==> config.mk <==
export PLATFORM = sky130hd
export DESIGN_NAME = pn_ram
export DESIGN_NICKNAME = d
export VERILOG_FILES = /design/src/rtl/pn_ram.sv
export SDC_FILE = /design/constraint.sdc
export NUM_CORES = 2
export LEC_CHECK = 0
export ABC_AREA = 1
export BUFFER_PORTS_ARGS = -buffer_cell sky130_fd_sc_hd__buf_2
export CAP_MARGIN = 25
export CELL_PAD_IN_SITES_DETAIL_PLACEMENT = 1
export CELL_PAD_IN_SITES_GLOBAL_PLACEMENT = 1
export CORE_ASPECT_RATIO = 1.1
export CORE_MARGIN = 3
export CORE_UTILIZATION = 30
export DETAILED_ROUTE_END_ITERATION = 10
export PLACE_DENSITY = 0.52
export SETUP_SLACK_MARGIN = 0.5
export SKIP_LAST_GASP = 1
export SLEW_MARGIN = 20
export SYNTH_ARGS = -nofsm -noshare
export SYNTH_HDL_FRONTEND = slang
export SYNTH_SLANG_ARGS = --single-unit
==> constraint.sdc <==
create_clock -name clk_i -period 1.88 [get_ports clk_i]
set_input_delay 0.188 -clock clk_i [delete_from_list [all_inputs] [get_ports clk_i]]
set_output_delay 0.188 -clock clk_i [all_outputs]
set_load 0.03 [all_outputs]
==> src/rtl/pn_ram.sv <==
module pn_ram #(
  parameter int unsigned Width = 8,
  parameter int unsigned Depth = 256,
  localparam int unsigned Aw = $clog2(Depth)
) (
  input  logic             clk_i,
  input  logic             we_i,
  input  logic [Aw-1:0]    waddr_i,
  input  logic [Width-1:0] wdata_i,
  input  logic             re_i,
  input  logic [Aw-1:0]    raddr_i,
  output logic [Width-1:0] rdata_o
);

  logic [Width-1:0] mem_q [Depth];
  logic [Width-1:0] rdata_q;

  always_ff @(posedge clk_i) begin
    if (we_i) begin
      mem_q[waddr_i] <= wdata_i;
    end
    if (re_i) begin
      rdata_q <= mem_q[raddr_i];
    end
  end

  assign rdata_o = rdata_q;

endmodule

==> flow_summary.ini <==
[sta]
rsz0062_at_grt = true
whs_ps = 78.4
timing.fmax_ghz = 0.502
worst_pin_slew_ps = 701
setup_tns_ps = -120
maxSlewHeadroom = 0.532
hold_viol = 0
setup_ws_ps = -114
slew_viol_final = 0
setup_viol = 2
finClkSkew_ps = 54.2
post-route-period-util = 1.06
fin_crit_ps = 1990

[placed_design]
hpwl_um = 186000
port-buffer-count = 34
gp_congestion = 0.836
place_ws_ps = -895

[floorplan]
ios = 35
start_util = 0.302
die_area_um2 = 285000
fp.dieH_um = 559
fp.dieW_um = 509
row_count = 202
core_um2 = 276000

[critical_path]
cpLargestDelayFamily = flip-flops
crit_fanout = 1
worstPathCellList = buf_6
crit_cells = 1
cp.required_ps = 1690
crit_arrival_ps = 1810
cp-start-kind = register
cp-end-kind = output port
max_stage_delay_ps = 720
crit_slowest_cell = edfxtp_1
worstRegToRegCells = 10
path_class = reg2out
path_buf_inv = 1

[synth]
yosysMostFrequentCell = nand2_1
synth_edf_count = 2056
synth_top_area_cell = edfxtp_1
synthArstFlopShare = 0
yosysSeqAreaShare = 0.740
ys_ff_latch = 2056
yosys-top-cells-area = edfxtp_1 (74%), nand3_1 (12%), nand2_1 (9.5%)
syn_area_per_cell_um2 = 11.9
synthTopCellsByCount = nand2_1 (2123), edfxtp_1 (2056), nand3_1 (2019)
synth.top_cell.area_share = 0.740
syn_area_um2 = 83500
synth.net_count = 7030
yosysUniqueCellTypes = 13
synth-main-ff-cell = edfxtp_1
postSynthCellCount = 7003
synth_warnings = 0

[finish]
fin_util = 0.377
area_growth_pct = 24.8
nNetsFinal = 7541
final_layout_size_suffix_gt1_frac = 0.205

[power_and_ir_drop]
p_leak_uw = 0.0367
power_density_nw_per_um2 = 968
vdd_drop_max_uv = 711

[cts]
clkLatencyLatePin_ps = 870
tritoncts = done
clock_tree.root_cell = clkbuf_16
cts_sinks = 2056
cts_buffers = 227
clock_path_buffers = 4
cts.clk_slew.worst_paths_ps = 70
cts_setup_buffers = 0
htree_levels = 4

[worst_hold_path]
holdPathStages = 4
hold_path_class = in2reg

[detailed_routing]
routed_wl_um = 287000
drc = 0
via_per_inst = 5.00
antenna_left = 0
drtPass1Iterations = 7
num_vias = 56900
wl_per_cell_um = 25.2
drt_iter0_markers = 4334

[global_route]
grt_usage = 0.199
antenna_found_initial = 11
met3_usage = 0.0201
gr-usage-met1 = 0.263
grt_overflow = 0
grt_max_degree = 79
gr-max-usage-layer = met2
grt_first_pass_wirelength_um = 420000
use_met2 = 0.342
first_global_vias = 59200

[outcome]
violations = negative setup slack
status = finished with violations

[flow_run]
drv_cap = 0
[power breakdown]
| group | leakage, uW | internal (uW) | switching [uW] | total (uW) |
|---|---|---|---|---|
| registers | 0.0185 | 50500 | 82.7 | 50600 |
| logic | 0.0148 | 2420 | 5410 | 7820 |
| clock network | 0.00339 | 24100 | 18300 | 42400 |
| total | 0.0367 | 77100 | 23800 | 101000 |
[cell families after synthesis]
family,Yosys count,share of synthesized area
and+or+nand+nor,4425,0.229
buffers and inverters,522,0.0312
DFF,2056,0.740
[sequential cells by signal, summed over array words and instances (netlist names)]
| register | count |
|---|---|
| rdata_o | 8 |
| mem_q | 2048 |
[final timing paths]
path	start	endpoint	slack [ps]
worst max-delay path	rdata_o[6]$_DFFE_PP_	rdata_o[6]	-110
worst max register to register	mem_q[117][4]$_DFFE_PP_	rdata_o[4]$_DFFE_PP_	130
worst min register to register	mem_q[192][7]$_DFFE_PP_	rdata_o[7]$_DFFE_PP_	1130
worst min-delay path	we_i	mem_q[151][0]$_DFFE_PP_	80
[per-stage QoR]
step / power [uW] / instance area, um2 / std cells
after floorplan: 54900 / 84300 / 7003
after global placement: 58800 / 94400 / 10900
after detailed placement: 58900 / 94400 / 10900
after CTS: 102000 / 103000 / 11400
after global routing: 104000 / 104000 / 11400
final: 101000 / 104000 / 11400
[metal layers]
layer | vias to the layer above | part of all wire
li1 | 25900 | -
met1 | 29500 | 0.43
met2 | 1037 | 0.50
met3 | 381 | 0.035
met4 | 0 | 0.034
met5 | - | 0
[placed cells by master (no fill, tap or decap), types with 40 or more instances in the layout]
master / instances
buf_12: 214
buf_4: 498
clkbuf_1: 40
clkbuf_16: 230
clkinv_1: 65
clkinv_2: 46
edfxtp_1: 2056
nand2_1: 2086
nand3_1: 1620
nand3_2: 323
nand3_4: 76
nor2_1: 203
nor2_2: 50
[timing repair]
| item | 4_1_cts | 5_1_grt |
|---|---|---|
| setup endpoints to repair | 16 | 16 |
| gates resized for setup | 397 | 131 |
| hold buffers | 10 | 0 |
| pin swaps | 113 | 108 |
| endpoints found under the hold margin | 1353 | 0 |
[layout make-up]
| class | instances | area (um2) |
|---|---|---|
| Sequential cell | 2056 | 61700 |
| Antenna cell | 2 | 5.00 |
| Tap cell | 3672 | 4590 |
| Fill cell | 29200 | 172000 |
| Clock inverter | 134 | 993 |
| Timing Repair Buffer | 765 | 8570 |
| Multi-Input combinational cell | 4425 | 22200 |
| Inverter | 39 | 184 |
| Clock buffer | 270 | 5910 |
Power figures use the tool's default switching activity.
